$ cat src/mcss_pkg.sv
`timescale 1ns / 1ps
`default_nettype none

package mcss_pkg;

    localparam int PAW = 4;
    localparam int PDW = 32;

    localparam logic [1:0] REG_CENTER_X = 2'd0;
    localparam logic [1:0] REG_CENTER_Y = 2'd1;
    localparam logic [1:0] REG_RADIUS   = 2'd2;
    localparam logic [1:0] REG_SPACING  = 2'd3;

    localparam logic [15:0] SPACING_RST = 16'd256;

    localparam logic [2:0] KIND_CORNER = 3'd0;
    localparam logic [2:0] KIND_MAX    = 3'd5;

    // quotient bits of the step division; the quotient never exceeds the spacing
    localparam int QW = 17;

    typedef struct packed {
        logic signed [23:0] center_x;
        logic signed [23:0] center_y;
        logic [22:0]        radius;
        logic [15:0]        spacing;
    } t_cfg;

endpackage

`default_nettype wire

$ cat src/map_crop_segment_sampler.sv
// Map crop and segment sampler.
// Input channel (i_valid / o_stall) takes one map element per item: a corner
// (kind 0) or a marking segment (kinds 1..5); kinds 6 and 7 are dropped.
// Output channel (o_valid / i_stall) gives one item per sample point, with
// o_last on the final point of an element and o_truncated on every point of
// an element whose count was capped at MAX_POINTS.
// Work runs on one shared multiplier and one shared compare-subtract unit.
// Per element: the multiply steps, then a check; a corner then emits its
// point if it lies inside the circle. A kept segment adds the square-root
// steps, a length step and two divisions (x, then y), then one point per
// cycle while the receiver takes them.
// o_stall is high from acceptance until the final point is loaded into the
// output register or the element is dropped. A stalled result holds in that register; emission waits.
// Reset clears the sequencer and output valid and loads register defaults
// (spacing 256, all others zero). Configure over APB only while idle.
`timescale 1ns / 1ps
`default_nettype none

module map_crop_segment_sampler
    import mcss_pkg::*;
#(
    parameter int MAX_POINTS = 64,
    parameter int COORD_BITS = 24
) (
    input  wire logic                         i_clk,
    input  wire logic                         i_rst_n,
    input  wire logic                         psel,
    input  wire logic                         penable,
    input  wire logic                         pwrite,
    input  wire logic [PAW-1:0]               paddr,
    input  wire logic [PDW-1:0]               pwdata,
    output logic [PDW-1:0]                    prdata,
    output logic                              pready,
    input  wire logic                         i_valid,
    output logic                              o_stall,
    input  wire logic [2:0]                   i_kind,
    input  wire logic signed [COORD_BITS-1:0] i_start_x,
    input  wire logic signed [COORD_BITS-1:0] i_start_y,
    input  wire logic signed [COORD_BITS-1:0] i_end_x,
    input  wire logic signed [COORD_BITS-1:0] i_end_y,
    output logic                              o_valid,
    input  wire logic                         i_stall,
    output logic signed [COORD_BITS-1:0]      o_point_x,
    output logic signed [COORD_BITS-1:0]      o_point_y,
    output logic [2:0]                        o_layer,
    output logic                              o_last,
    output logic                              o_truncated
);

    localparam int C     = COORD_BITS;
    localparam int CW    = (C > 24) ? C : 24;
    localparam int DW    = CW + 1;
    localparam int PW    = 2 * DW;
    localparam int SW    = 2 * DW + 2;
    localparam int RW    = DW + 1;
    localparam int CNTW  = $clog2(RW) + 1;
    localparam int IW    = (MAX_POINTS > 1) ? $clog2(MAX_POINTS) : 1;
    localparam int NSTEP = 10;

    localparam logic [2:0] S_IDLE = 3'd0;
    localparam logic [2:0] S_MUL  = 3'd1;
    localparam logic [2:0] S_CHK  = 3'd2;
    localparam logic [2:0] S_SQRT = 3'd3;
    localparam logic [2:0] S_LEN  = 3'd4;
    localparam logic [2:0] S_DIVX = 3'd5;
    localparam logic [2:0] S_DIVY = 3'd6;
    localparam logic [2:0] S_EMIT = 3'd7;

    localparam logic [3:0] M_RR  = 4'd0;
    localparam logic [3:0] M_AX0 = 4'd1;
    localparam logic [3:0] M_AY0 = 4'd2;
    localparam logic [3:0] M_AX1 = 4'd3;
    localparam logic [3:0] M_AY1 = 4'd4;
    localparam logic [3:0] M_DX2 = 4'd5;
    localparam logic [3:0] M_DY2 = 4'd6;
    localparam logic [3:0] M_SX  = 4'd7;
    localparam logic [3:0] M_SY  = 4'd8;
    localparam logic [3:0] M_LIM = 4'd9;

    t_cfg w_cfg;

    mcss_regs u_regs (
        .i_clk   (i_clk),
        .i_rst_n (i_rst_n),
        .psel    (psel),
        .penable (penable),
        .pwrite  (pwrite),
        .paddr   (paddr),
        .pwdata  (pwdata),
        .prdata  (prdata),
        .pready  (pready),
        .o_cfg   (w_cfg)
    );

    logic [2:0]              r_state;
    logic [3:0]              r_step;
    logic [CNTW-1:0]         r_cnt;
    logic                    r_ovalid;

    logic [2:0]              r_kind;
    logic signed [C-1:0]     r_sx, r_sy, r_ex, r_ey;
    logic [PW-1:0]           r_prod [NSTEP];
    logic [SW-1:0]           r_acc, r_root, r_one, r_den;
    logic [QW-1:0]           r_quo, r_ax, r_ay;
    logic [RW-1:0]           r_len;
    logic [RW:0]             r_bx, r_by;
    logic [RW+1:0]           r_rx, r_ry, r_accs;
    logic [C-1:0]            r_qx, r_qy;
    logic [IW-1:0]           r_i;
    logic                    r_corner, r_trunc;
    logic signed [C-1:0]     r_ox, r_oy;
    logic [2:0]              r_olayer;
    logic                    r_olast, r_otrunc;

    logic                    w_in_acc, w_adv, w_last;
    logic [15:0]             w_s;
    logic signed [DW-1:0]    w_cx, w_cy, w_sxe, w_sye, w_exe, w_eye;
    logic signed [DW-1:0]    w_dx0, w_dy0, w_dx1, w_dy1, w_dx, w_dy;
    logic [DW-1:0]           w_ax0, w_ay0, w_ax1, w_ay1, w_mdx, w_mdy, w_rad;
    logic [DW-1:0]           w_ma, w_mb;
    logic [PW-1:0]           w_prod;
    logic                    w_in0, w_in1;
    logic [SW-1:0]           w_cand, w_diff;
    logic                    w_ge;
    logic [QW-1:0]           w_quo_n;
    logic [SW-1:0]           w_rem_n;
    logic [RW+1:0]           w_twolen, w_sumx, w_sumy, w_accs_n;
    logic                    w_wrapx, w_wrapy;
    logic [C-1:0]            w_offx, w_offy;

    assign w_in_acc = i_valid && !o_stall;
    assign o_stall  = (r_state != S_IDLE);
    assign w_s      = (w_cfg.spacing == 16'd0) ? 16'd1 : w_cfg.spacing;

    assign w_cx  = {{(DW-24){w_cfg.center_x[23]}}, w_cfg.center_x};
    assign w_cy  = {{(DW-24){w_cfg.center_y[23]}}, w_cfg.center_y};
    assign w_sxe = {{(DW-C){r_sx[C-1]}}, r_sx};
    assign w_sye = {{(DW-C){r_sy[C-1]}}, r_sy};
    assign w_exe = {{(DW-C){r_ex[C-1]}}, r_ex};
    assign w_eye = {{(DW-C){r_ey[C-1]}}, r_ey};
    assign w_dx0 = w_sxe - w_cx;
    assign w_dy0 = w_sye - w_cy;
    assign w_dx1 = w_exe - w_cx;
    assign w_dy1 = w_eye - w_cy;
    assign w_dx  = w_exe - w_sxe;
    assign w_dy  = w_eye - w_sye;
    assign w_ax0 = w_dx0[DW-1] ? DW'(-w_dx0) : DW'(w_dx0);
    assign w_ay0 = w_dy0[DW-1] ? DW'(-w_dy0) : DW'(w_dy0);
    assign w_ax1 = w_dx1[DW-1] ? DW'(-w_dx1) : DW'(w_dx1);
    assign w_ay1 = w_dy1[DW-1] ? DW'(-w_dy1) : DW'(w_dy1);
    assign w_mdx = w_dx[DW-1] ? DW'(-w_dx) : DW'(w_dx);
    assign w_mdy = w_dy[DW-1] ? DW'(-w_dy) : DW'(w_dy);
    assign w_rad = {{(DW-23){1'b0}}, w_cfg.radius};

    // shared multiplier
    always_comb begin
        unique case (r_step)
            M_RR:    begin w_ma = w_rad; w_mb = w_rad; end
            M_AX0:   begin w_ma = w_ax0; w_mb = w_ax0; end
            M_AY0:   begin w_ma = w_ay0; w_mb = w_ay0; end
            M_AX1:   begin w_ma = w_ax1; w_mb = w_ax1; end
            M_AY1:   begin w_ma = w_ay1; w_mb = w_ay1; end
            M_DX2:   begin w_ma = w_mdx; w_mb = w_mdx; end
            M_DY2:   begin w_ma = w_mdy; w_mb = w_mdy; end
            M_SX:    begin w_ma = {{(DW-16){1'b0}}, w_s}; w_mb = w_mdx; end
            M_SY:    begin w_ma = {{(DW-16){1'b0}}, w_s}; w_mb = w_mdy; end
            M_LIM:   begin w_ma = {{(DW-16){1'b0}}, w_s}; w_mb = DW'(MAX_POINTS + 1); end
            default: begin w_ma = '0; w_mb = '0; end
        endcase
    end
    assign w_prod = w_ma * w_mb;

    assign w_in0 = (w_ax0 <= w_rad) && (w_ay0 <= w_rad) &&
                   (({1'b0, r_prod[M_AX0]} + {1'b0, r_prod[M_AY0]}) < {1'b0, r_prod[M_RR]});
    assign w_in1 = (w_ax1 <= w_rad) && (w_ay1 <= w_rad) &&
                   (({1'b0, r_prod[M_AX1]} + {1'b0, r_prod[M_AY1]}) < {1'b0, r_prod[M_RR]});

    // shared compare-subtract: root digits and quotient bits
    assign w_cand  = (r_state == S_SQRT) ? (r_root + r_one) : r_den;
    assign w_ge    = (r_acc >= w_cand);
    assign w_diff  = r_acc - w_cand;
    assign w_quo_n = {r_quo[QW-2:0], w_ge};
    assign w_rem_n = w_ge ? w_diff : r_acc;

    assign w_twolen = {1'b0, r_len, 1'b0};
    assign w_sumx   = r_rx + {1'b0, r_bx};
    assign w_sumy   = r_ry + {1'b0, r_by};
    assign w_wrapx  = (w_sumx >= w_twolen);
    assign w_wrapy  = (w_sumy >= w_twolen);
    assign w_accs_n = r_accs + (RW+2)'(w_s);
    assign w_offx   = w_dx[DW-1] ? -r_qx : r_qx;
    assign w_offy   = w_dy[DW-1] ? -r_qy : r_qy;

    assign w_adv  = (r_state == S_EMIT) && (!r_ovalid || !i_stall);
    assign w_last = r_corner || (w_accs_n > {2'b00, r_len}) ||
                    (r_i == IW'(MAX_POINTS - 1));

    always_ff @(posedge i_clk) begin
        if (!i_rst_n) begin
            r_state  <= S_IDLE;
            r_step   <= '0;
            r_ovalid <= 1'b0;
        end else begin
            if (!r_ovalid || !i_stall) begin
                r_ovalid <= (r_state == S_EMIT);
            end
            unique case (r_state)
                S_IDLE: begin
                    if (w_in_acc && i_kind <= KIND_MAX) begin
                        r_state <= S_MUL;
                        r_step  <= '0;
                    end
                end
                S_MUL: begin
                    r_step <= r_step + 4'd1;
                    if (r_step == 4'(NSTEP - 1)) begin
                        r_state <= S_CHK;
                    end
                end
                S_CHK: begin
                    if (r_kind == KIND_CORNER) begin
                        r_state <= w_in0 ? S_EMIT : S_IDLE;
                    end else begin
                        r_state <= (w_in0 || w_in1) ? S_SQRT : S_IDLE;
                    end
                end
                S_SQRT: begin
                    if (r_cnt == CNTW'(RW - 1)) begin
                        r_state <= S_LEN;
                    end
                end
                S_LEN: begin
                    r_state <= (r_root >= SW'(w_s)) ? S_DIVX : S_IDLE;
                end
                S_DIVX: begin
                    if (r_cnt == CNTW'(QW - 1)) begin
                        r_state <= S_DIVY;
                    end
                end
                S_DIVY: begin
                    if (r_cnt == CNTW'(QW - 1)) begin
                        r_state <= S_EMIT;
                    end
                end
                S_EMIT: begin
                    if (w_adv && w_last) begin
                        r_state <= S_IDLE;
                    end
                end
                default: r_state <= S_IDLE;
            endcase
        end
    end

    always_ff @(posedge i_clk) begin
        unique case (r_state)
            S_IDLE: begin
                if (w_in_acc) begin
                    r_kind <= i_kind;
                    r_sx   <= i_start_x;
                    r_sy   <= i_start_y;
                    r_ex   <= i_end_x;
                    r_ey   <= i_end_y;
                end
            end
            S_MUL: begin
                r_prod[r_step] <= w_prod;
            end
            S_CHK: begin
                r_acc    <= {{(SW-PW-1){1'b0}}, ({1'b0, r_prod[M_DX2]} + {1'b0, r_prod[M_DY2]})};
                r_root   <= '0;
                r_one    <= SW'(1) << (SW - 2);
                r_cnt    <= '0;
                r_qx     <= '0;
                r_qy     <= '0;
                r_i      <= '0;
                r_corner <= (r_kind == KIND_CORNER);
                r_trunc  <= 1'b0;
            end
            S_SQRT: begin
                if (w_ge) begin
                    r_acc  <= w_diff;
                    r_root <= (r_root >> 1) + r_one;
                end else begin
                    r_root <= r_root >> 1;
                end
                r_one <= r_one >> 2;
                r_cnt <= r_cnt + CNTW'(1);
            end
            S_LEN: begin
                r_len <= r_root[RW-1:0];
                r_acc <= {{(SW-PW-1){1'b0}}, r_prod[M_SX], 1'b0};
                r_den <= SW'({r_root[RW-1:0], 1'b0}) << (QW - 1);
                r_quo <= '0;
                r_cnt <= '0;
            end
            S_DIVX, S_DIVY: begin
                if (r_cnt == CNTW'(QW - 1)) begin
                    r_cnt <= '0;
                    r_quo <= '0;
                    if (r_state == S_DIVX) begin
                        r_ax  <= w_quo_n;
                        r_bx  <= w_rem_n[RW:0];
                        r_acc <= {{(SW-PW-1){1'b0}}, r_prod[M_SY], 1'b0};
                        r_den <= SW'({r_len, 1'b0}) << (QW - 1);
                    end else begin
                        r_ay    <= w_quo_n;
                        r_by    <= w_rem_n[RW:0];
                        r_rx    <= {2'b00, r_len};
                        r_ry    <= {2'b00, r_len};
                        r_accs  <= (RW+2)'(w_s);
                        r_trunc <= (r_prod[M_LIM] <= PW'(r_len));
                    end
                end else begin
                    r_acc <= w_rem_n;
                    r_quo <= w_quo_n;
                    r_den <= r_den >> 1;
                    r_cnt <= r_cnt + CNTW'(1);
                end
            end
            S_EMIT: begin
                if (w_adv) begin
                    r_ox     <= r_sx + w_offx;
                    r_oy     <= r_sy + w_offy;
                    r_olayer <= r_kind;
                    r_olast  <= w_last;
                    r_otrunc <= r_trunc;
                    r_rx     <= w_wrapx ? (w_sumx - w_twolen) : w_sumx;
                    r_ry     <= w_wrapy ? (w_sumy - w_twolen) : w_sumy;
                    r_qx     <= r_qx + C'(r_ax) + C'(w_wrapx);
                    r_qy     <= r_qy + C'(r_ay) + C'(w_wrapy);
                    r_i      <= r_i + IW'(1);
                    r_accs   <= w_accs_n;
                end
            end
            default: ;
        endcase
    end

    assign o_valid     = r_ovalid;
    assign o_point_x   = r_ox;
    assign o_point_y   = r_oy;
    assign o_layer     = r_olayer;
    assign o_last      = r_olast;
    assign o_truncated = r_otrunc;

endmodule

`default_nettype wire

$ cat src/mcss_regs.sv
`timescale 1ns / 1ps
`default_nettype none

module mcss_regs
    import mcss_pkg::*;
(
    input  wire logic           i_clk,
    input  wire logic           i_rst_n,
    input  wire logic           psel,
    input  wire logic           penable,
    input  wire logic           pwrite,
    input  wire logic [PAW-1:0] paddr,
    input  wire logic [PDW-1:0] pwdata,
    output logic [PDW-1:0]      prdata,
    output logic                pready,
    output t_cfg                o_cfg
);

    t_cfg       r_cfg;
    logic [1:0] w_idx;
    logic       w_wr;

    assign w_idx  = paddr[PAW-1:2];
    assign w_wr   = psel && penable && pwrite;
    assign pready = 1'b1;
    assign o_cfg  = r_cfg;

    always_ff @(posedge i_clk) begin
        if (!i_rst_n) begin
            r_cfg.center_x <= '0;
            r_cfg.center_y <= '0;
            r_cfg.radius   <= '0;
            r_cfg.spacing  <= SPACING_RST;
        end else if (w_wr) begin
            unique case (w_idx)
                REG_CENTER_X: r_cfg.center_x <= pwdata[23:0];
                REG_CENTER_Y: r_cfg.center_y <= pwdata[23:0];
                REG_RADIUS:   r_cfg.radius   <= pwdata[22:0];
                REG_SPACING:  r_cfg.spacing  <= pwdata[15:0];
                default: ;
            endcase
        end
    end

    always_comb begin
        unique case (w_idx)
            REG_CENTER_X: prdata = {8'd0, r_cfg.center_x};
            REG_CENTER_Y: prdata = {8'd0, r_cfg.center_y};
            REG_RADIUS:   prdata = {9'd0, r_cfg.radius};
            REG_SPACING:  prdata = {16'd0, r_cfg.spacing};
            default:      prdata = '0;
        endcase
    end

endmodule

`default_nettype wire

$ cat config.mk
export PLATFORM = sky130hd
export DESIGN_NAME = map_crop_segment_sampler
export DESIGN_NICKNAME = d
export VERILOG_FILES = /design/src/mcss_pkg.sv /design/src/map_crop_segment_sampler.sv /design/src/mcss_regs.sv
export SDC_FILE = /design/constraint.sdc
export NUM_CORES = 2
export LEC_CHECK = 0
export BUFFER_PORTS_ARGS = -buffer_cell sky130_fd_sc_hd__buf_2
export CELL_PAD_IN_SITES_DETAIL_PLACEMENT = 1
export CELL_PAD_IN_SITES_GLOBAL_PLACEMENT = 2
export CORE_UTILIZATION = 40
export CTS_BUF_LIST = sky130_fd_sc_hd__clkbuf_4
export CTS_CLUSTER_SIZE = 12
export DETAILED_ROUTE_END_ITERATION = 16
export PLACE_DENSITY_LB_ADDON = 0.1
export SLEW_MARGIN = 20
export SYNTH_ARGS = -nofsm -noshare
export SYNTH_HDL_FRONTEND = slang
export SYNTH_SLANG_ARGS = --single-unit
$ cat constraint.sdc
create_clock -name i_clk -period 18 [get_ports i_clk]
set_input_delay 3.6 -clock i_clk [delete_from_list [all_inputs] [get_ports i_clk]]
set_output_delay 3.6 -clock i_clk [all_outputs]
set_load 0.02 [all_outputs]
---- Yosys cells after proc, flatten, opt, wreduce, memory -nomap -nowiden ----
Memory sizes are Yosys's and may differ from the RTL's.
Cells that the tools add are included.
storage, ports and cells
  memories ................................ 1
  memory bits (writable) .................. 500
  bits in registers ....................... 731
  input port bits ......................... 142
  word-level logic and storage cells ...... 232
cells by class
  reduce and logical (&&, ||, !) cells .... 51
  order comparisons ....................... 13
  multiply operators ...................... 1
  $add $sub $neg .......................... 34
  bitwise gates (word level) .............. 1
  multiplexer cells ....................... 63
  equal/unequal tests ..................... 32
memory list
  name    depth  bits a word  read ports  clocked after memory_dff  write ports  RTL line                         RTL
  r_prod  10     50           10          0                         1            map_crop_segment_sampler.sv:102  logic [PW-1:0] r_prod [NSTEP];
operator list
  operator                             number
  one-hot mux 25 bit (8 select lines)  2
  two-way mux 52 bit                   7
  one-hot mux 52 bit (2 select lines)  3
  two-way mux 28 bit                   9
  one-hot mux 52 bit (4 select lines)  1
  one-hot mux 28 bit (2 select lines)  3
  adder 50 x 50 -> 51 bit              3
  two-way mux 25 bit                   6
  negation 25 bit                      6
  subtractor 24 x 24 -> 25 bit         6
  one-hot mux 32 bit (4 select lines)  1
  < comparator 51 x 50 -> 1 bit        2
  <= comparator 25 x 23 -> 1 bit       4
  two-way mux 24 bit                   4
  one-hot mux 24 bit (2 select lines)  2
  adder 28 x 27 -> 28 bit              2
  >= comparator 28 x 27 -> 1 bit       2
  subtractor 28 x 27 -> 28 bit         2
  adder 51 x 52 -> 52 bit              1
  adder 52 bit                         1
  >= comparator 52 x 16 -> 1 bit       1
  >= comparator 52 bit                 1
  subtractor 52 bit                    1
  <= comparator 50 x 26 -> 1 bit       1
  53 further kinds                     124

---- Logic depth before layout (Yosys ltp) ----
  depth in word-level cells ............... 10
  mapped depth ............................ 46

---- By module ----
Synthesis repeated with hierarchy kept, for this count alone.
second synthesis, totals
  cells, all modules ...................... 11157
  area, all modules ....................... 107070.2 um2
by module, submodules not included
  module                    area each (um2)  cells an instance  times used
  map_crop_segment_sampler  103211.5         10788              1
  mcss_regs                 3858.7           369                1

---- Worst setup path after synthesis ----
OpenSTA, ideal clock, no wires.
  path type ............................... reg-to-reg
  start point ............................. register r_ey[0]
  end point ............................... memory r_prod[0][49] (netlist bit) (data pin)
  data required time ...................... 17745 ps
  buffers on the path ..................... 2
  cell stages (with the launch flop) ...... 42
  slack ................................... 7095 ps
  arrival ................................. 10651 ps
  cell sequence ........................... edfxtp_1 inv_1 ha_1 inv_1 fa_1 a211oi_1 o21ai_1 a2111o_1 a21oi_1 o211a_1 nor3_1 o41a_1 o22ai_1 buf_2 o21ai_0 xor2_1 o221ai_1 clkbuf_1 (+6 left out) inv_1 fa_1 fa_1 fa_1 inv_1 ha_1 nand4_1 or3b_2 o31ai_1 o21ai_0 a21oi_1 o31ai_1 nand4b_1 nand3_1 o311ai_0 o21ai_0 a21oi_1 xnor2_1
between the ends
  cells in the longest elaborated chain, start to end .. 5
  elaborated cells between the ends (all ways) .. 9
RTL lines
  element                                          RTL line                                                          RTL
  start, declared                                  map_crop_segment_sampler.sv:101                                   logic signed [C-1:0] r_sx, r_sy, r_ex, r_ey;
  start signal, assigned                           map_crop_segment_sampler.sv:263                                   r_ey <= i_end_y;
  subtractor 24 x 24 -> 25 bit (on tied branches)  map_crop_segment_sampler.sv:146, map_crop_segment_sampler.sv:144
  negation 25 bit (on tied branches)               map_crop_segment_sampler.sv:152, map_crop_segment_sampler.sv:150
  two-way mux 25 bit (on tied branches)            map_crop_segment_sampler.sv:152, map_crop_segment_sampler.sv:150
  one-hot mux 25 bit (8 select lines)              map_crop_segment_sampler.sv:157                                   unique case (r_step)
  multiplier 25 x 25 -> 50 bit (*)                 map_crop_segment_sampler.sv:171                                   assign w_prod = w_ma * w_mb;
  named net w_prod[49]                             map_crop_segment_sampler.sv:121                                   logic [PW-1:0] w_prod;
  end, declared                                    map_crop_segment_sampler.sv:102
The timed path passes the listed nets; every way through them passes the cells marked *.

---- Worst setup path after layout ----
  start point ............................. register r_sy[1]
  end point ............................... memory r_prod[3][47] (netlist bit) (data pin)
between the ends
  cells in the longest elaborated chain, start to end .. 5
  elaborated cells between the ends (all ways) .. 9
RTL lines
  element                                          RTL line                                                          RTL
  start, declared                                  map_crop_segment_sampler.sv:101
  start signal, assigned                           map_crop_segment_sampler.sv:261                                   r_sy <= i_start_y;
  subtractor 24 x 24 -> 25 bit (on tied branches)  map_crop_segment_sampler.sv:146, map_crop_segment_sampler.sv:142
  negation 25 bit (on tied branches)               map_crop_segment_sampler.sv:152, map_crop_segment_sampler.sv:148
  two-way mux 25 bit (on tied branches)            map_crop_segment_sampler.sv:152, map_crop_segment_sampler.sv:148
  one-hot mux 25 bit (8 select lines)              map_crop_segment_sampler.sv:157
  multiplier 25 x 25 -> 50 bit (*)                 map_crop_segment_sampler.sv:171
  named net w_prod[47]                             map_crop_segment_sampler.sv:121
Marked as above.

==> impl_metrics.env <==
export IMPL_drt_iter0_markers=5924
export IMPL_ys_seq_area_frac=0.332
export IMPL_syn2layout_area_growth_pct=9.41
export IMPL_place_congestion=0.946
export IMPL_worstPathArrival_ps=15600
export IMPL_crit_end="r_prod[3][47]$_DFFE_PP_"
export IMPL_synth_top_family_by_area="adder cells"
export IMPL_first_pass_iters=6
export IMPL_slew_violations=0
export IMPL_clock_root_buffer="clkbuf_4"
export IMPL_post_cts_buffers=0
export IMPL_yosysWarnings=0
export IMPL_max_cap_violations=0
export IMPL_vias_per_cell=5.76
export IMPL_synth_ff_type="edfxtp_1"
export IMPL_rrSetupSlack_ps=3260
export IMPL_clock_fmax_mhz=67.8
export IMPL_synth_xor_area_share=0.0636
export IMPL_grt_max_degree=90
export IMPL_finalCritPeriodShare=0.819
export IMPL_path_clk_slew_ps=70
export IMPL_swShare=0.498
export IMPL_routed_top_layer="met5"
export IMPL_io_pins=230
export IMPL_routedWlPerCell_um=25.4
export IMPL_synthCells=10927
export IMPL_synth_cell_type_count=121
export IMPL_end_kind="flip-flop"
export IMPL_min_period_ps=14740
export IMPL_fin_setup_tns_ps=0
export IMPL_row_count=187
export IMPL_synth_edff_count=1101
export IMPL_grt_util_all_layers=0.284
export IMPL_fill_cells=29843
export IMPL_cp_start_kind="flip-flop"
export IMPL_drc=0
export IMPL_rsz0062_at_grt="false"
export IMPL_io_buffers=210
export IMPL_multiInputGateArea_sq_um=65500
export IMPL_overflow=0
export IMPL_p_int_mw=8.59
export IMPL_powerDensity_nw_per_um2=149
export IMPL_critPathRequiredTime_ps=18850
export IMPL_cts_buffer_depth=4
export IMPL_reg2reg_depth=39
export IMPL_die_area_sq_um=265000
export IMPL_hold_depth=0
export IMPL_synth_mux_area_frac=0.0115
export IMPL_initial_utilization=0.404
export IMPL_crit_start="r_sy[1]$_DFFE_PP_"
export IMPL_setup_viol=0
export IMPL_die_h_um=515
export IMPL_power_frac_clock=0.154
export IMPL_cts_made_buffers=353
export IMPL_fin_ws_ps=3260
export IMPL_status="finished, final reports clean"
export IMPL_wl_met3_um=20400
export IMPL_tightestPinTransition_ps=1230
export IMPL_cp_max_fo=20
export IMPL_antenna_found_initial=38
export IMPL_numClockSinks=1196
export IMPL_async_reset_ff_frac=0
export IMPL_synth_seq_cells=1196
export IMPL_max_vdd_ir_drop_mv=0.158
export IMPL_r2r_end="r_prod[3][47]$_DFFE_PP_"
export IMPL_synth_area_sq_um=105000
export IMPL_h_tree_depth=5
export IMPL_cp_slowest_cell="or3_1"
export IMPL_clk_latency_ps=1350
export IMPL_worst_setup_path_type="flip-flop to flip-flop"
export IMPL_hold_viol=0
export IMPL_syn_avg_cell_area_sq_um=9.63
export IMPL_cts_repair_resized=0
export IMPL_pre_cts_slack_ps=3490
export IMPL_dp_hpwl_um=304000
export IMPL_num_vias=86538
export IMPL_grt_pass1_wl_um=568000
export IMPL_wl_met1_um=173000
export IMPL_slowest_delay_ps=800
export IMPL_synth_simple_area_share=0.145
export IMPL_core_area_sq_um=261000
export IMPL_p_total_mw=17.1
export IMPL_clock_skew_ps=188
export IMPL_drtAntennaViolNets=0
export IMPL_synthAdderAreaFrac=0.230
export IMPL_wl_um=382000
export IMPL_hold_path_class="flip-flop to flip-flop"
export IMPL_grt_pass1_vias=89783
export IMPL_cts_tree="done"
export IMPL_ctsHoldBuffers=0
export IMPL_seqCellArea_sq_um=35000
export IMPL_pwr_share_seq=0.255
export IMPL_route_met2_wl_um=176000
export IMPL_p_sw_mw=8.51
export IMPL_synth_compound_area_frac=0.166
export IMPL_r2r_start="r_sy[1]$_DFFE_PP_"
export IMPL_slew_headroom=0.175
export IMPL_comb_power_share=0.590
export IMPL_power_leakage_nw=47.9
export IMPL_chipWidth_um=515
export IMPL_nets=13006
export IMPL_final_layout_size_suffix_gt1_frac=0.0998
export IMPL_path_common_cell="fa_1"
power by group through the flow:
stage / Sequential (mW) / Combinational, mW / Clock [mW]
after detailed placement: 4.41 / 10.0 / 0
after CTS: 4.36 / 10.1 / 2.74
final: 4.37 / 10.1 / 2.64
after global routing: 4.39 / 11.0 / 2.85
after floorplan: 4.24 / 6.10 / 0
after global placement: 4.41 / 9.76 / 0
layout make-up:
cell class                 instances  share of cell area
antenna                           22            0.000478
clock buffer                     477              0.0311
clock inverter                   131             0.00695
inverter                         994              0.0324
multi-input combinational       8348               0.568
sequential                      1196               0.304
tap                             3496              0.0380
timing repair buffer             365              0.0193
routing by layer:
layer / GRT usage / up-vias
li1: - / 39926
met1: 0.392 / 43945
met2: 0.460 / 2113
met3: 0.0355 / 538
met4: 0.0954 / 16
met5: 0 / -
critical path: cells and delay by family (launching register included):
family / cells / cell delay, ps
AOI/OAI and AO/OA: 15 / 4880
xor gates and xnor gates: 2 / 1400
adders and majority gates: 9 / 4550
buffers and inverters: 5 / 450
DFF: 1 / 590
and+or+nand+nor: 8 / 2430
sequential cells by signal, summed over array words and instances (netlist names), 26 cells and up:
signal,count
r_acc,52
r_accs,28
r_bx,27
r_by,27
r_den,43
r_len,26
r_one,26
r_prod,500
r_root,52
r_rx,28
r_ry,28
u_regs.o_cfg,87
kinds of logic (layout without fill, tap and decap cells):
logic type,count (synthesis),after routing
AND/OR/NAND/NOR,3214,3214
adder cells (fa/ha/maj),1606,1606
flip-flops,1196,1196
XOR/XNOR,764,764
multiplexers,97,97
AO/OA/AOI/OAI,2658,2658
buffers and inverters,1390,1967
other,2,31
cell usage in the layout, fill, tap and decap left out, types with 49 or more instances in the layout:
master	n
clkbuf_4	477
buf_4	154
clkinv_1	83
o21a_1	146
mux2i_1	49
nor3_1	198
inv_1	990
dfxtp_1	94
a21o_1	324
o211ai_1	65
nor2_1	722
nand3_1	184
a31oi_1	108
edfxtp_1	1101
xnor2_1	437
and3_1	110
and2_1	230
ha_1	1059
or3_1	82
a211oi_1	105
nor4_1	54
o21bai_1	89
nor2b_1	118
xor2_1	304
buf_2	210
nand4_1	108
o21ai_0	437
nand2b_1	87
nand2_1	1126
fa_1	547
a21oi_1	805
synthesized netlist by cell type, types with 56 or more instances:
master / instances / share of area
a211oi_1: 106 / 0.0076
a21o_1: 324 / 0.023
a21oi_1: 808 / 0.038
a31oi_1: 108 / 0.0064
and2_1: 232 / 0.014
and3_1: 112 / 0.0067
clkbuf_1: 317 / 0.011
dfxtp_1: 95 / 0.018
edfxtp_1: 1101 / 0.31
fa_1: 547 / 0.10
ha_1: 1059 / 0.13
inv_1: 992 / 0.035
nand2_1: 1126 / 0.040
nand2b_1: 87 / 0.0052
nand3_1: 187 / 0.0089
nand4_1: 108 / 0.0064
nor2_1: 736 / 0.026
nor2b_1: 119 / 0.0071
nor3_1: 202 / 0.0096
nor4_1: 56 / 0.0033
o211ai_1: 65 / 0.0046
o21a_1: 146 / 0.010
o21ai_0: 439 / 0.021
o21bai_1: 89 / 0.0063
or3_1: 82 / 0.0049
xnor2_1: 451 / 0.038
xor2_1: 313 / 0.026
stage by stage:
stage	hold slack (ps)	std cells	cell area, sq um	utilization
detailed placement	463	14398	111000	0.425
finish	460	15029	115000	0.442
global route	485	15010	115000	0.442
CTS	469	15006	115000	0.442
global placement	457	14398	111000	0.425
floorplan	400	10934	105000	-
how the worst min path moves through the flow:
stage	from	endpoint	slack, ps
finish	r_quo[0]$_SDFFCE_PP0P_	r_ay[1]$_DFFE_PP_	460
global route	r_quo[0]$_SDFFCE_PP0P_	r_ay[1]$_DFFE_PP_	490
global placement	u_regs.o_cfg[78]$_SDFFE_PN0P_	u_regs.o_cfg[78]$_SDFFE_PN0P_	460
CTS	r_quo[0]$_SDFFCE_PP0P_	r_ay[1]$_DFFE_PP_	470
detailed placement	r_quo[0]$_SDFFCE_PP0P_	r_ay[1]$_DFFE_PP_	460
floorplan	r_trunc$_DFFE_PP_	o_truncated$_DFFE_PP_	400
No activity file was read; power rests on OpenSTA's default activity.
